File: config.mk
export PLATFORM = sky130hd
export DESIGN_NAME = tma_back
export DESIGN_NICKNAME = d
export VERILOG_FILES = /design/src/rtl/tma_pkg.sv /design/src/rtl/tma_back.sv
export VERILOG_INCLUDE_DIRS = /design/src /design/src/rtl
export SDC_FILE = /design/constraint.sdc
export NUM_CORES = 2
export LEC_CHECK = 0
export BUFFER_PORTS_ARGS = -buffer_cell sky130_fd_sc_hd__buf_2
export CAP_MARGIN = 40
export CORE_MARGIN = 1.5
export CORE_UTILIZATION = 55
export DETAILED_ROUTE_END_ITERATION = 8
export PLACE_DENSITY = 0.71
export SYNTH_ARGS = -nofsm -noshare
export SYNTH_HDL_FRONTEND = slang
export SYNTH_SLANG_ARGS = --single-unit
File: constraint.sdc
create_clock -name clk -period 7.9 [get_ports clk]
set_clock_uncertainty 0.05 [all_clocks]
set_input_delay 2.37 -clock clk [delete_from_list [all_inputs] [get_ports clk]]
set_output_delay 2.37 -clock clk [all_outputs]
set_load 0.005 [all_outputs]
File: src/rtl/assert_macros.svh
// assertion helper macros
`ifndef ASSERT_MACROS_SVH
`define ASSERT_MACROS_SVH
`ifndef SYNTHESIS
`define ASSERT_IMPLIES(label, clk, rst_n, a, c) \
    label: assert property (@(posedge clk) disable iff (!rst_n) (a) |-> (c)) \
        else $error("assertion failed");
`define ASSERT_NEXT(label, clk, rst_n, a, c) \
    label: assert property (@(posedge clk) disable iff (!rst_n) (a) |=> (c)) \
        else $error("assertion failed");
`else
`define ASSERT_IMPLIES(label, clk, rst_n, a, c)
`define ASSERT_NEXT(label, clk, rst_n, a, c)
`endif
`endif

File: src/rtl/tma_pkg.sv
// ----------------------------------------------------------------------------
// tma_pkg
// shared types and constants of the transverse mass accumulator
// ----------------------------------------------------------------------------
`default_nettype none
package tma_pkg;
    localparam int COMPONENT_BITS = 16;
    localparam int MAX_OBJECTS = 8;
    localparam int MASS_BITS = 19;
    localparam logic [1:0] STATUS_OK = 2'd0;
    localparam logic [1:0] STATUS_NEGATIVE = 2'd1;
    localparam logic [1:0] STATUS_TOO_MANY = 2'd2;

    typedef struct packed {
        logic last_object;
        logic signed [COMPONENT_BITS-1:0] comp_y;
        logic signed [COMPONENT_BITS-1:0] comp_x;
    } in_item_t;

    typedef struct packed {
        logic [1:0] status;
        logic [MASS_BITS-1:0] mass;
    } out_item_t;
endpackage
`default_nettype wire

File: src/rtl/tma_back.sv
// ----------------------------------------------------------------------------
// tma_back
// forms the mass of a finished set: squares, difference, root, status
// ----------------------------------------------------------------------------
`default_nettype none
`include "assert_macros.svh"
module tma_back #(
    parameter int E_BITS = 21,
    parameter int P_BITS = 20
) (
    input  wire logic clk,
    input  wire logic rst_n,
    input  wire logic set_valid,
    output logic set_ready,
    input  wire logic [E_BITS-1:0] set_e,
    input  wire logic signed [P_BITS-1:0] set_px,
    input  wire logic signed [P_BITS-1:0] set_py,
    input  wire logic set_over,
    output logic res_valid,
    input  wire logic res_ready,
    output tma_pkg::out_item_t res
);
    localparam int W = (2 * E_BITS > 2 * P_BITS + 5 ? 2 * E_BITS : 2 * P_BITS + 5) + 1;
    localparam int RB = (W + 1) / 2;
    localparam int ST_IDLE = 0;
    localparam int ST_SQ = 1;
    localparam int ST_ROOT = 2;
    localparam int ST_OUT = 3;
    localparam logic [1:0] S_IDLE = 2'(ST_IDLE);
    localparam logic [1:0] S_SQ = 2'(ST_SQ);
    localparam logic [1:0] S_ROOT = 2'(ST_ROOT);
    localparam logic [1:0] S_OUT = 2'(ST_OUT);
    localparam int CB = $clog2(RB + 1);

    logic [1:0] state_reg;
    logic [P_BITS-1:0] ax_in, ay_in;
    logic over_reg;
    logic [W-1:0] e2_reg, x2_reg, y2_reg;
    logic [W-1:0] val_reg, rem_reg;
    logic [RB-1:0] root_reg;
    logic [CB-1:0] cnt_reg;
    logic [W-1:0] rem_next, trial, p2;
    tma_pkg::out_item_t res_reg;

    assign set_ready = (state_reg == S_IDLE);
    assign ax_in = set_px[P_BITS-1] ? P_BITS'(-set_px) : set_px;
    assign ay_in = set_py[P_BITS-1] ? P_BITS'(-set_py) : set_py;
    assign p2 = (x2_reg + y2_reg) << 4;
    assign rem_next = {rem_reg[W-3:0], val_reg[W-1:W-2]};
    assign trial = (W'(root_reg) << 2) | W'(1);

    always_ff @(posedge clk or negedge rst_n)
    begin
        if (!rst_n)
        begin
            state_reg <= S_IDLE;
            cnt_reg <= '0;
        end
        else
        begin
            unique case (state_reg)
                S_IDLE:
                    if (set_valid)
                        state_reg <= S_SQ;
                S_SQ:
                    if (over_reg || e2_reg < p2)
                        state_reg <= S_OUT;
                    else
                    begin
                        state_reg <= S_ROOT;
                        cnt_reg <= CB'(RB);
                    end
                S_ROOT:
                begin
                    cnt_reg <= cnt_reg - 1'b1;
                    if (cnt_reg == CB'(1))
                        state_reg <= S_OUT;
                end
                S_OUT:
                    if (res_ready)
                        state_reg <= S_IDLE;
                default:
                    state_reg <= S_IDLE;
            endcase
        end
    end

    always_ff @(posedge clk)
    begin
        unique case (state_reg)
            S_IDLE:
                if (set_valid)
                begin
                    over_reg <= set_over;
                    e2_reg <= W'(set_e) * W'(set_e);
                    x2_reg <= W'(ax_in) * W'(ax_in);
                    y2_reg <= W'(ay_in) * W'(ay_in);
                end
            S_SQ:
            begin
                val_reg <= e2_reg - p2;
                rem_reg <= '0;
                root_reg <= '0;
                if (over_reg)
                    res_reg <= '{status: tma_pkg::STATUS_TOO_MANY, mass: '0};
                else if (e2_reg < p2)
                    res_reg <= '{status: tma_pkg::STATUS_NEGATIVE, mass: '0};
            end
            S_ROOT:
            begin
                val_reg <= val_reg << 2;
                if (rem_next >= trial)
                begin
                    rem_reg <= rem_next - trial;
                    root_reg <= {root_reg[RB-2:0], 1'b1};
                end
                else
                begin
                    rem_reg <= rem_next;
                    root_reg <= {root_reg[RB-2:0], 1'b0};
                end
                if (cnt_reg == CB'(1))
                    res_reg <= '{status: tma_pkg::STATUS_OK,
                        mass: tma_pkg::MASS_BITS'((rem_next >= trial ?
                            {root_reg[RB-2:0], 1'b1} : {root_reg[RB-2:0], 1'b0}) >> 2)};
            end
            S_OUT:
            begin
            end
            default:
            begin
            end
        endcase
    end

    assign res_valid = (state_reg == S_OUT);
    assign res = res_reg;

    `ASSERT_IMPLIES(a_ready_idle, clk, rst_n, set_ready, !res_valid)
    `ASSERT_NEXT(a_out_hold, clk, rst_n, res_valid && !res_ready, res_valid && $stable(res))
    `ASSERT_IMPLIES(a_status, clk, rst_n, res_valid, res.status != 2'd3)
endmodule
`default_nettype wire

==> flow_metrics.tcl <==
set metrics [dict create \
    status "finished, violations left" \
    violations "negative setup slack" \
    slew_headroom_pct 37.77 \
    root_buffer "clkbuf_16" \
    worstHoldStart "val_reg[42]$_DFFE_PN_" \
    rsz0062_at_grt "true" \
    netlist.area_leader.share_pct 35.21 \
    cts_num_sinks 260 \
    die_w_um 303.1 \
    yosys_most_used_dff "edfxtp_1" \
    grt_usage_pct 27.99 \
    syn_to_final_growth_pct 26.81 \
    cp-end-kind "register" \
    via_per_inst 5.315 \
    cts_tree "built" \
    io_buffers 88 \
    yosysUniqueCellTypes 84 \
    path_buf_inv 7 \
    netlist_area_um2 49520 \
    place_ws_ns -2.862 \
    path_class "in -> reg" \
    setup_viol 79 \
    antenna_cells 0 \
    htreeDepth 1 \
    critical_path.slowest_cell "fa_1" \
    overflow 0 \
    drc 0 \
    mostFrequentLayoutCell "inv_1" \
    reg2reg_slack_ns 1.63 \
    seq_area_frac_synth_pct 15.70 \
    wl_um 126700 \
    fmax_ghz 0.1005 \
    hold_violations 0 \
    via_count 39300 \
    largest_reg_flops 45 \
    antenna_left 0 \
    dieArea_um2 91840 \
    ys_async_sr_fraction_pct 2.692 \
    io_pins 89 \
    grt_pass1_vias 42120 \
    r2r-end "res[5]$_SDFFCE_PN0P_" \
    grt_max_degree 100 \
    synth_top_cell_by_area "fa_1" \
    r2r-start "x2_reg[3]$_DFFE_PP_" \
    start_kind "input port" \
    period_share_pct 126.0 \
    ys.warnings.count 0 \
    cts.clk_slew.worst_paths_ns 0.06 \
    rr_worst_depth 22 \
    hold_depth 2 \
    cp_max_fo 4 \
    drt_first_iter_violations 2230 \
    drive_above_1_share_pct 26.48 \
    worst_slew_pin_slew_ns 0.9335 \
    grt_pass1_wl_um 204900 \
    core_um2 88780 \
    crit_required_ns 8.15 \
    layout_setup_ws_ns -2.054 \
    drt_first_pass_iters 5 \
    antenna_found_initial 2 \
    die_h_um 303.1 \
    drv_slew 0 \
    final_cell_mix "inv_1 (1,123), buf_4 (885), fa_1 (819)" \
    hpwl_um 102800 \
    synth_area_per_cell_um2 9.508 \
    min_to "val_reg[44]$_DFFE_PN_" \
    final.min_clock_period_ns 9.954 \
    arrival_ns 10.20 \
    hold_path_class "reg -> reg" \
    cp_top_family "adder cells" \
    cts_hold_buf 0 \
    initial_core_util_pct 55.77 \
    drv_cap 0 \
    rows 109 \
    cts_max_path_buffers 3 \
    finalNetCount 7697 \
    synth_edf_count 253 \
    cts_made_buffers 28 \
    netlist_instances 5208 \
    crit_top_cell "fa_1" \
    max_stage_delay_ns 0.53 \
    insertion_delay_ns 0.56 \
    gp_congestion 0.9316 \
    netlist_top_cells_area "fa_1 (35%), edfxtp_1 (15%), ha_1 (14%)" \
    wl_per_cell_um 17.13 \
    ys_ff_latch 260 \
]
==> per-stage QoR <==
stage	setup TNS (ns)	instances	hold WS, ns	utilization (%)	instance area [um2]
after global placement	-129.70	7222	0.4582	66.11	58690
after CTS	-70.49	7359	0.4744	69.48	61680
final	-83.22	7395	0.4763	70.72	62790
after global routing	-98.42	7395	0.5163	70.72	62790
after floorplan	-89.67	5238	0.4374	-	51170
after detailed placement	-136.71	7224	0.4650	66.17	58750
==> logic make-up (layout without fill, tap and decap cells) <==
family | after synthesis | in the layout | synth area share, %
other | 2 | 32 | 0.01517
XOR/XNOR | 269 | 269 | 4.758
multiplexers | 10 | 10 | 0.2173
AND/OR/NAND/NOR | 1217 | 1217 | 11.08
AO/OA/AOI/OAI | 708 | 708 | 9.003
flip-flops | 260 | 260 | 15.70
adder cells (fa/ha/maj) | 1423 | 1423 | 49.16
buffers and inverters | 1319 | 2311 | 10.07
==> worst register-to-register path, delay by kind of cell, from the launching register on <==
kind                       cells  cell delay [ns]
AOI/OAI and AO/OA             12             2.76
and+or+nand+nor                6             1.22
adders and majority gates      2             0.76
DFF                            1             0.50
xor gates and xnor gates       1             0.34
buffers and inverters          1             0.31
==> layer usage <==
layer	routed length [um]	up-vias	track usage [%]
li1	-	18390	-
met1	51320	19600	35.50
met2	64730	1001	49.80
met3	5797	308	2.972
met4	4806	2	9.571
met5	12	-	0
==> worst max-delay path by stage <==
stage                                      end  cells after the start       from  slack, ns
after floorplan           y2_reg[36]$_DFFE_PP_                     30  set_py[4]      -2.38
after global placement    y2_reg[36]$_DFFE_PP_                     28  set_py[4]      -2.71
after detailed placement  y2_reg[36]$_DFFE_PP_                     28  set_py[4]      -2.86
after CTS                 y2_reg[36]$_DFFE_PP_                     30  set_py[7]      -1.97
after global routing      y2_reg[36]$_DFFE_PP_                     31  set_py[7]      -2.26
final                     y2_reg[36]$_DFFE_PP_                     32  set_py[5]      -2.05
==> cell type report <==
cell class,instances,area (um2)
fillers,6428,25990
well taps,1165,1458
clock inverters,19,245.2
clock buffers,33,740.7
inverters,1202,4578
flip-flops and latches,260,7772
multi-input cells,3659,39710
repair buffers,1057,8292
==> repair_timing <==
item                       CTS  global route
resized for setup          317           209
setup endpoints to repair   75            83
hold endpoints to repair     0             0
cloned                       0             0
buffers inserted            94            54
pin swaps                  274           170
==> Yosys cell counts, types with 15 or more instances <==
library cell,number
inv_1,1194
fa_1,871
ha_1,552
nand2_1,500
nor2_1,344
edfxtp_1,253
a21oi_1,224
xnor2_1,177
o21ai_0,145
clkbuf_1,103
a21o_1,97
xor2_1,92
and2_1,88
nand3_1,45
nor3_1,43
nand2b_1,41
o21a_1,41
o21bai_1,33
a31oi_1,28
or3_1,27
nor2b_1,26
o31ai_1,24
a211oi_1,23
nand4_1,17
or2_2,16
and3_1,15
Power is not shown: default switching activity piles up to over one toggle a cycle in this logic, so the estimate is an artifact.
