File: config.mk
export PLATFORM = sky130hd
export DESIGN_NAME = tma_front
export DESIGN_NICKNAME = d
export VERILOG_FILES = /design/src/rtl/tma_pkg.sv /design/src/rtl/tma_isqrt.sv /design/src/rtl/tma_front.sv
export VERILOG_INCLUDE_DIRS = /design/src /design/src/rtl
export SDC_FILE = /design/constraint.sdc
export NUM_CORES = 2
export LEC_CHECK = 0
export ABC_AREA = 1
export BUFFER_PORTS_ARGS = -buffer_cell sky130_fd_sc_hd__buf_2
export CORE_MARGIN = 2
export CORE_UTILIZATION = 35
export DETAILED_ROUTE_END_ITERATION = 10
export GPL_TIMING_DRIVEN = 1
export SLEW_MARGIN = 10
export SYNTH_ARGS = -nofsm -noshare
export SYNTH_HDL_FRONTEND = slang
export SYNTH_SLANG_ARGS = --single-unit
File: constraint.sdc
create_clock -name clk -period 90.5 [get_ports clk]
set_input_delay 18.1 -clock clk [delete_from_list [all_inputs] [get_ports clk]]
set_output_delay 18.1 -clock clk [all_outputs]
set_load 0.01 [all_outputs]
File: src/rtl/assert_macros.svh
// assertion helper macros
`ifndef ASSERT_MACROS_SVH
`define ASSERT_MACROS_SVH
`ifndef SYNTHESIS
`define ASSERT_IMPLIES(label, clk, rst_n, a, c) \
    label: assert property (@(posedge clk) disable iff (!rst_n) (a) |-> (c)) \
        else $error("assertion failed");
`define ASSERT_NEXT(label, clk, rst_n, a, c) \
    label: assert property (@(posedge clk) disable iff (!rst_n) (a) |=> (c)) \
        else $error("assertion failed");
`else
`define ASSERT_IMPLIES(label, clk, rst_n, a, c)
`define ASSERT_NEXT(label, clk, rst_n, a, c)
`endif
`endif

File: src/rtl/tma_pkg.sv
// ----------------------------------------------------------------------------
// tma_pkg
// shared types and constants of the transverse mass accumulator
// ----------------------------------------------------------------------------
`default_nettype none
package tma_pkg;
    localparam int COMPONENT_BITS = 16;
    localparam int MAX_OBJECTS = 8;
    localparam int MASS_BITS = 19;
    localparam logic [1:0] STATUS_OK = 2'd0;
    localparam logic [1:0] STATUS_NEGATIVE = 2'd1;
    localparam logic [1:0] STATUS_TOO_MANY = 2'd2;

    typedef struct packed {
        logic last_object;
        logic signed [COMPONENT_BITS-1:0] comp_y;
        logic signed [COMPONENT_BITS-1:0] comp_x;
    } in_item_t;

    typedef struct packed {
        logic [1:0] status;
        logic [MASS_BITS-1:0] mass;
    } out_item_t;
endpackage
`default_nettype wire

File: src/rtl/tma_isqrt.sv
// ----------------------------------------------------------------------------
// tma_isqrt
// pipelined floor square root, one result bit per stage
// ----------------------------------------------------------------------------
`default_nettype none
module tma_isqrt #(
    parameter int IN_BITS = 34,
    parameter int TAG_BITS = 1
) (
    input  wire logic clk,
    input  wire logic rst_n,
    input  wire logic en,
    input  wire logic in_valid,
    input  wire logic [IN_BITS-1:0] radicand,
    input  wire logic [TAG_BITS-1:0] in_tag,
    output logic out_valid,
    output logic [(IN_BITS+1)/2-1:0] root,
    output logic [TAG_BITS-1:0] out_tag
);
    localparam int RB = (IN_BITS + 1) / 2;
    localparam int VB = 2 * RB;

    logic vld_reg [1:RB];
    logic [VB-1:0] rem_reg [1:RB];
    logic [VB-1:0] val_reg [1:RB];
    logic [RB-1:0] res_reg [1:RB];
    logic [TAG_BITS-1:0] tag_reg [1:RB];

    genvar g;
    generate
        for (g = 0; g < RB; g++)
        begin : g_stage
            logic v_in;
            logic [VB-1:0] rem_in;
            logic [VB-1:0] val_in;
            logic [RB-1:0] res_in;
            logic [TAG_BITS-1:0] tag_cur;
            logic [VB-1:0] rem_next;
            logic [VB-1:0] trial;
            if (g == 0)
            begin : g_head
                assign v_in = in_valid;
                assign rem_in = '0;
                assign val_in = VB'(radicand);
                assign res_in = '0;
                assign tag_cur = in_tag;
            end
            else
            begin : g_body
                assign v_in = vld_reg[g];
                assign rem_in = rem_reg[g];
                assign val_in = val_reg[g];
                assign res_in = res_reg[g];
                assign tag_cur = tag_reg[g];
            end
            assign rem_next = {rem_in[VB-3:0], val_in[VB-1:VB-2]};
            assign trial = (VB'(res_in) << 2) | VB'(1);
            always_ff @(posedge clk or negedge rst_n)
            begin
                if (!rst_n)
                begin
                    vld_reg[g+1] <= 1'b0;
                end
                else if (en)
                begin
                    vld_reg[g+1] <= v_in;
                end
            end
            always_ff @(posedge clk)
            begin
                if (en)
                begin
                    val_reg[g+1] <= val_in << 2;
                    tag_reg[g+1] <= tag_cur;
                    if (rem_next >= trial)
                    begin
                        rem_reg[g+1] <= rem_next - trial;
                        res_reg[g+1] <= {res_in[RB-2:0], 1'b1};
                    end
                    else
                    begin
                        rem_reg[g+1] <= rem_next;
                        res_reg[g+1] <= {res_in[RB-2:0], 1'b0};
                    end
                end
            end
        end
    endgenerate

    assign out_valid = vld_reg[RB];
    assign root = res_reg[RB];
    assign out_tag = tag_reg[RB];
endmodule
`default_nettype wire

File: src/rtl/tma_front.sv
// ----------------------------------------------------------------------------
// tma_front
// takes items, forms magnitudes through a root pipeline, accumulates sums
// ----------------------------------------------------------------------------
`default_nettype none
`include "assert_macros.svh"
module tma_front #(
    parameter int COMPONENT_BITS = tma_pkg::COMPONENT_BITS,
    parameter int MAX_OBJECTS = tma_pkg::MAX_OBJECTS,
    parameter int E_BITS = COMPONENT_BITS + 5,
    parameter int P_BITS = COMPONENT_BITS + 4
) (
    input  wire logic clk,
    input  wire logic rst_n,
    input  wire logic in_valid,
    output logic in_ready,
    input  wire logic signed [COMPONENT_BITS-1:0] comp_x,
    input  wire logic signed [COMPONENT_BITS-1:0] comp_y,
    input  wire logic last_object,
    output logic set_valid,
    input  wire logic set_ready,
    output logic [E_BITS-1:0] set_e,
    output logic signed [P_BITS-1:0] set_px,
    output logic signed [P_BITS-1:0] set_py,
    output logic set_over
);
    localparam int SQ_BITS = 2 * COMPONENT_BITS + 5;
    localparam int RB = (SQ_BITS + 1) / 2;
    localparam int CNT_BITS = $clog2(MAX_OBJECTS + 1);
    localparam int TAG_BITS = 2 + 2 * COMPONENT_BITS;

    // tag: skip, last, x, y
    logic en;
    logic [COMPONENT_BITS-1:0] ax, ay;
    logic [SQ_BITS-1:0] sq;
    logic [CNT_BITS-1:0] cnt_reg, cnt_next;
    logic skip;
    logic [TAG_BITS-1:0] tag_in, tag_out;
    logic p_valid;
    logic [RB-1:0] p_root;
    logic [E_BITS-1:0] e_reg, e_next;
    logic signed [P_BITS-1:0] px_reg, py_reg, px_next, py_next;
    logic over_reg, over_next;
    logic out_valid_reg;
    logic [E_BITS-1:0] oe_reg;
    logic signed [P_BITS-1:0] opx_reg, opy_reg;
    logic oover_reg;
    logic acc;

    assign en = !(out_valid_reg && !set_ready);
    assign in_ready = en;
    assign acc = in_valid && in_ready;

    assign ax = comp_x[COMPONENT_BITS-1] ? COMPONENT_BITS'(-comp_x) : comp_x;
    assign ay = comp_y[COMPONENT_BITS-1] ? COMPONENT_BITS'(-comp_y) : comp_y;
    assign sq = (SQ_BITS'(ax) * SQ_BITS'(ax) + SQ_BITS'(ay) * SQ_BITS'(ay)) << 4;
    assign skip = (cnt_reg >= CNT_BITS'(MAX_OBJECTS));
    assign tag_in = {skip, last_object, comp_x, comp_y};

    always_comb
    begin
        cnt_next = cnt_reg;
        if (acc)
        begin
            if (last_object)
                cnt_next = '0;
            else if (!skip)
                cnt_next = cnt_reg + 1'b1;
        end
    end

    always_ff @(posedge clk or negedge rst_n)
    begin
        if (!rst_n)
            cnt_reg <= '0;
        else
            cnt_reg <= cnt_next;
    end

    tma_isqrt #(.IN_BITS(SQ_BITS), .TAG_BITS(TAG_BITS)) u_root (
        .clk(clk), .rst_n(rst_n), .en(en), .in_valid(acc), .radicand(sq),
        .in_tag(tag_in), .out_valid(p_valid), .root(p_root), .out_tag(tag_out)
    );

    logic t_skip, t_last;
    logic signed [COMPONENT_BITS-1:0] t_x, t_y;
    assign {t_skip, t_last, t_x, t_y} = tag_out;

    always_comb
    begin
        e_next = e_reg;
        px_next = px_reg;
        py_next = py_reg;
        over_next = over_reg;
        if (t_skip)
            over_next = 1'b1;
        else
        begin
            e_next = e_reg + E_BITS'(p_root);
            px_next = px_reg + P_BITS'(t_x);
            py_next = py_reg + P_BITS'(t_y);
        end
    end

    always_ff @(posedge clk or negedge rst_n)
    begin
        if (!rst_n)
        begin
            e_reg <= '0;
            px_reg <= '0;
            py_reg <= '0;
            over_reg <= 1'b0;
            out_valid_reg <= 1'b0;
        end
        else if (en)
        begin
            out_valid_reg <= p_valid && t_last;
            if (p_valid)
            begin
                if (t_last)
                begin
                    e_reg <= '0;
                    px_reg <= '0;
                    py_reg <= '0;
                    over_reg <= 1'b0;
                end
                else
                begin
                    e_reg <= e_next;
                    px_reg <= px_next;
                    py_reg <= py_next;
                    over_reg <= over_next;
                end
            end
        end
    end

    always_ff @(posedge clk)
    begin
        if (en && p_valid && t_last)
        begin
            oe_reg <= e_next;
            opx_reg <= px_next;
            opy_reg <= py_next;
            oover_reg <= over_next;
        end
    end

    assign set_valid = out_valid_reg;
    assign set_e = oe_reg;
    assign set_px = opx_reg;
    assign set_py = opy_reg;
    assign set_over = oover_reg;

    `ASSERT_IMPLIES(a_cnt_bound, clk, rst_n, 1'b1, cnt_reg <= CNT_BITS'(MAX_OBJECTS))
    `ASSERT_NEXT(a_hold, clk, rst_n, set_valid && !set_ready, set_valid && $stable(set_e))
    `ASSERT_IMPLIES(a_stall, clk, rst_n, set_valid && !set_ready, !in_ready)
endmodule
`default_nettype wire

==> flow_metrics.tcl <==
set metrics [dict create \
    status "finished, final reports clean" \
    design_area_um2 118000 \
    cp-start-kind "input port" \
    syn-cell-area_um2 106000 \
    avgSynthCellArea_um2 9.48 \
    firstDrtPassIters 6 \
    synth.top_cell.area_share 0.497 \
    clock_skew_ps 96.5 \
    setup_viol 0 \
    finalCritPeriodShare 0.410 \
    grt_pass1_vias 73200 \
    arrival_ps 19030 \
    grt_pass1_wl_mm 417 \
    cp-startpoint "set_ready" \
    yosysTopAreaCell "edfxtp_1" \
    critPathCapture "in_ready" \
    cts_tree "yes" \
    fin_crit_ps 37130 \
    numCtsBuffers 197 \
    relSlewSlack 0.311 \
    wl_per_cell_um 17.1 \
    grt_use_total 0.172 \
    die_h_um 555 \
    cts_hold_buf 0 \
    area_delta_synth_final_pct 11.1 \
    io_pins 101 \
    drcViolationCount 0 \
    synth-edff-count 1758 \
    grt_max_degree 157 \
    coreArea_um2 303000 \
    hold_ws_ps 322 \
    final_util 0.390 \
    dieArea_um2 308000 \
    fin_nets 12300 \
    yosys.cell_types.count 68 \
    worstSetupEndpointType "output pin" \
    ys_ff_latch 1844 \
    antenna_found_initial 3 \
    ff2ff_setup_slack_ps 85130 \
    clkTransAtPathRegs_ps 60 \
    post_cts_buffers 0 \
    slew_viol_final 0 \
    yosysSeqAreaShare 0.517 \
    start_util 0.351 \
    max-cap-violations 0 \
    clkLatencyLatePin_ps 870 \
    tns_ps 0 \
    rsz0062_at_grt "false" \
    r2r_start "set_valid$_DFFE_PN0N_" \
    ys.flop_type "edfxtp_1" \
    required_ps 72400 \
    hold_class "reg2reg" \
    vias 73900 \
    cp_max_fo 63 \
    hold_viol 0 \
    globalRouteOverflowTotal 0 \
    ys_async_sr_fraction 0.0466 \
    port_buffers 100 \
    place_area_um2 111000 \
    place.gp.congestion 0.929 \
    wl_mm 266 \
    timing.rr.end "u_root.tag_reg[1][21]$_DFFE_PN_" \
    ys_warn_count 0 \
    clockBufferDepth 4 \
    hpwl_mm 208 \
    vias_per_cell 4.74 \
    fp.dieW_um 555 \
    largest_reg_flops 646 \
    drt_iter0_markers 5771 \
    drive_gt1_frac 0.0550 \
    worstMarginPinSlew_ps 1030 \
    synthTopCellsByArea "edfxtp_1 50%, nand2_1 10%, fa_1 7.3%" \
    path_class "in2out" \
    fmax_ghz 0.0269 \
    cts-htree-levels 4 \
    detail-route-antenna-nets 0 \
    syn-instance-count 11200 \
    r2r_cells 6 \
    cts_resized 0 \
    cts_num_sinks 1844 \
    row_count 202 \
    root_buffer "clkbuf_16" \
]
layout make-up:
class	count	area (um^2)
diodes	4	10.0
clock buffers	229	5130
clock inverters	126	1420
fillers	30100	184000
inverters	1971	7410
multi-input cells	7285	43300
flip-flops and latches	1844	54900
well taps	3978	4980
repair buffers	143	863
logic make-up after synthesis:
logic type	Yosys count	share of synthesized area
xor gates and xnor gates	309	0.0257
and+or+nand+nor	5121	0.202
adders and majority gates	852	0.128
AOI/OAI and AO/OA	980	0.0505
other	2	0.0000707
DFF	1844	0.517
buffers and inverters	2098	0.0766
synth_stat cells (29+ instances only):
cell	instances
a21oi_1	450
buf_2	54
clkbuf_1	35
dfrtp_1	86
edfxtp_1	1758
fa_1	386
ha_1	466
inv_1	1939
nand2_1	2820
nand3_1	604
nand3b_1	31
nand4_1	190
nor2_1	1129
nor3_1	135
nor4_1	29
o21ai_0	329
o21ai_1	39
o21bai_1	29
or2_2	61
xnor2_1	115
xor2_1	191
placed cells by master, fill, tap and decap left out, types with 135 or more instances in the layout:
cell	count
inv_1	1938
nand4_1	190
nand2_1	2819
a21oi_1	450
nand3_1	604
xor2_1	190
fa_1	386
edfxtp_1	1758
nor2_1	1126
clkbuf_16	199
ha_1	466
nor3_1	135
o21ai_0	329
worst min path at each step:
stage                                     start                          endpoint  slack, ps  cells past startpoint
4_1_cts        u_root.tag_reg[0][112]$_DFFE_PN_   u_root.tag_reg[1][10]$_DFFE_PN_        300                      0
5_1_grt        u_root.tag_reg[0][126]$_DFFE_PN_   u_root.tag_reg[1][24]$_DFFE_PN_        320                      0
3_5_place_dp    u_root.tag_reg[0][67]$_DFFE_PN_  u_root.tag_reg[0][101]$_DFFE_PN_        400                      0
6_report       u_root.tag_reg[0][127]$_DFFE_PN_   u_root.tag_reg[1][25]$_DFFE_PN_        320                      0
2_1_floorplan   u_root.tag_reg[0][66]$_DFFE_PN_  u_root.tag_reg[0][100]$_DFFE_PN_        400                      0
3_3_place_gp    u_root.tag_reg[4][71]$_DFFE_PN_  u_root.tag_reg[4][105]$_DFFE_PN_        400                      0
stage by stage:
stage	setup WS, ps	instances
finish	53370	15600
CTS	53350	15600
detailed placement	53340	15200
floorplan	29100	11200
global route	53280	15600
global placement	53350	15200
critical path, stage by stage:
cell	delay, ps
buf_2	100
inv_1	180
nand2_8	300
buf_2	290
layer usage:
layer | vias to the layer above | GRT usage | part of all wire
li1 | 37000 | - | -
met1 | 34900 | 0.225 | 0.44
met2 | 1502 | 0.295 | 0.48
met3 | 462 | 0.0187 | 0.040
met4 | 0 | 0.0580 | 0.035
met5 | - | 0 | 0
Power is not shown: default switching activity piles up to over one toggle a cycle in this logic, so the estimate is an artifact.
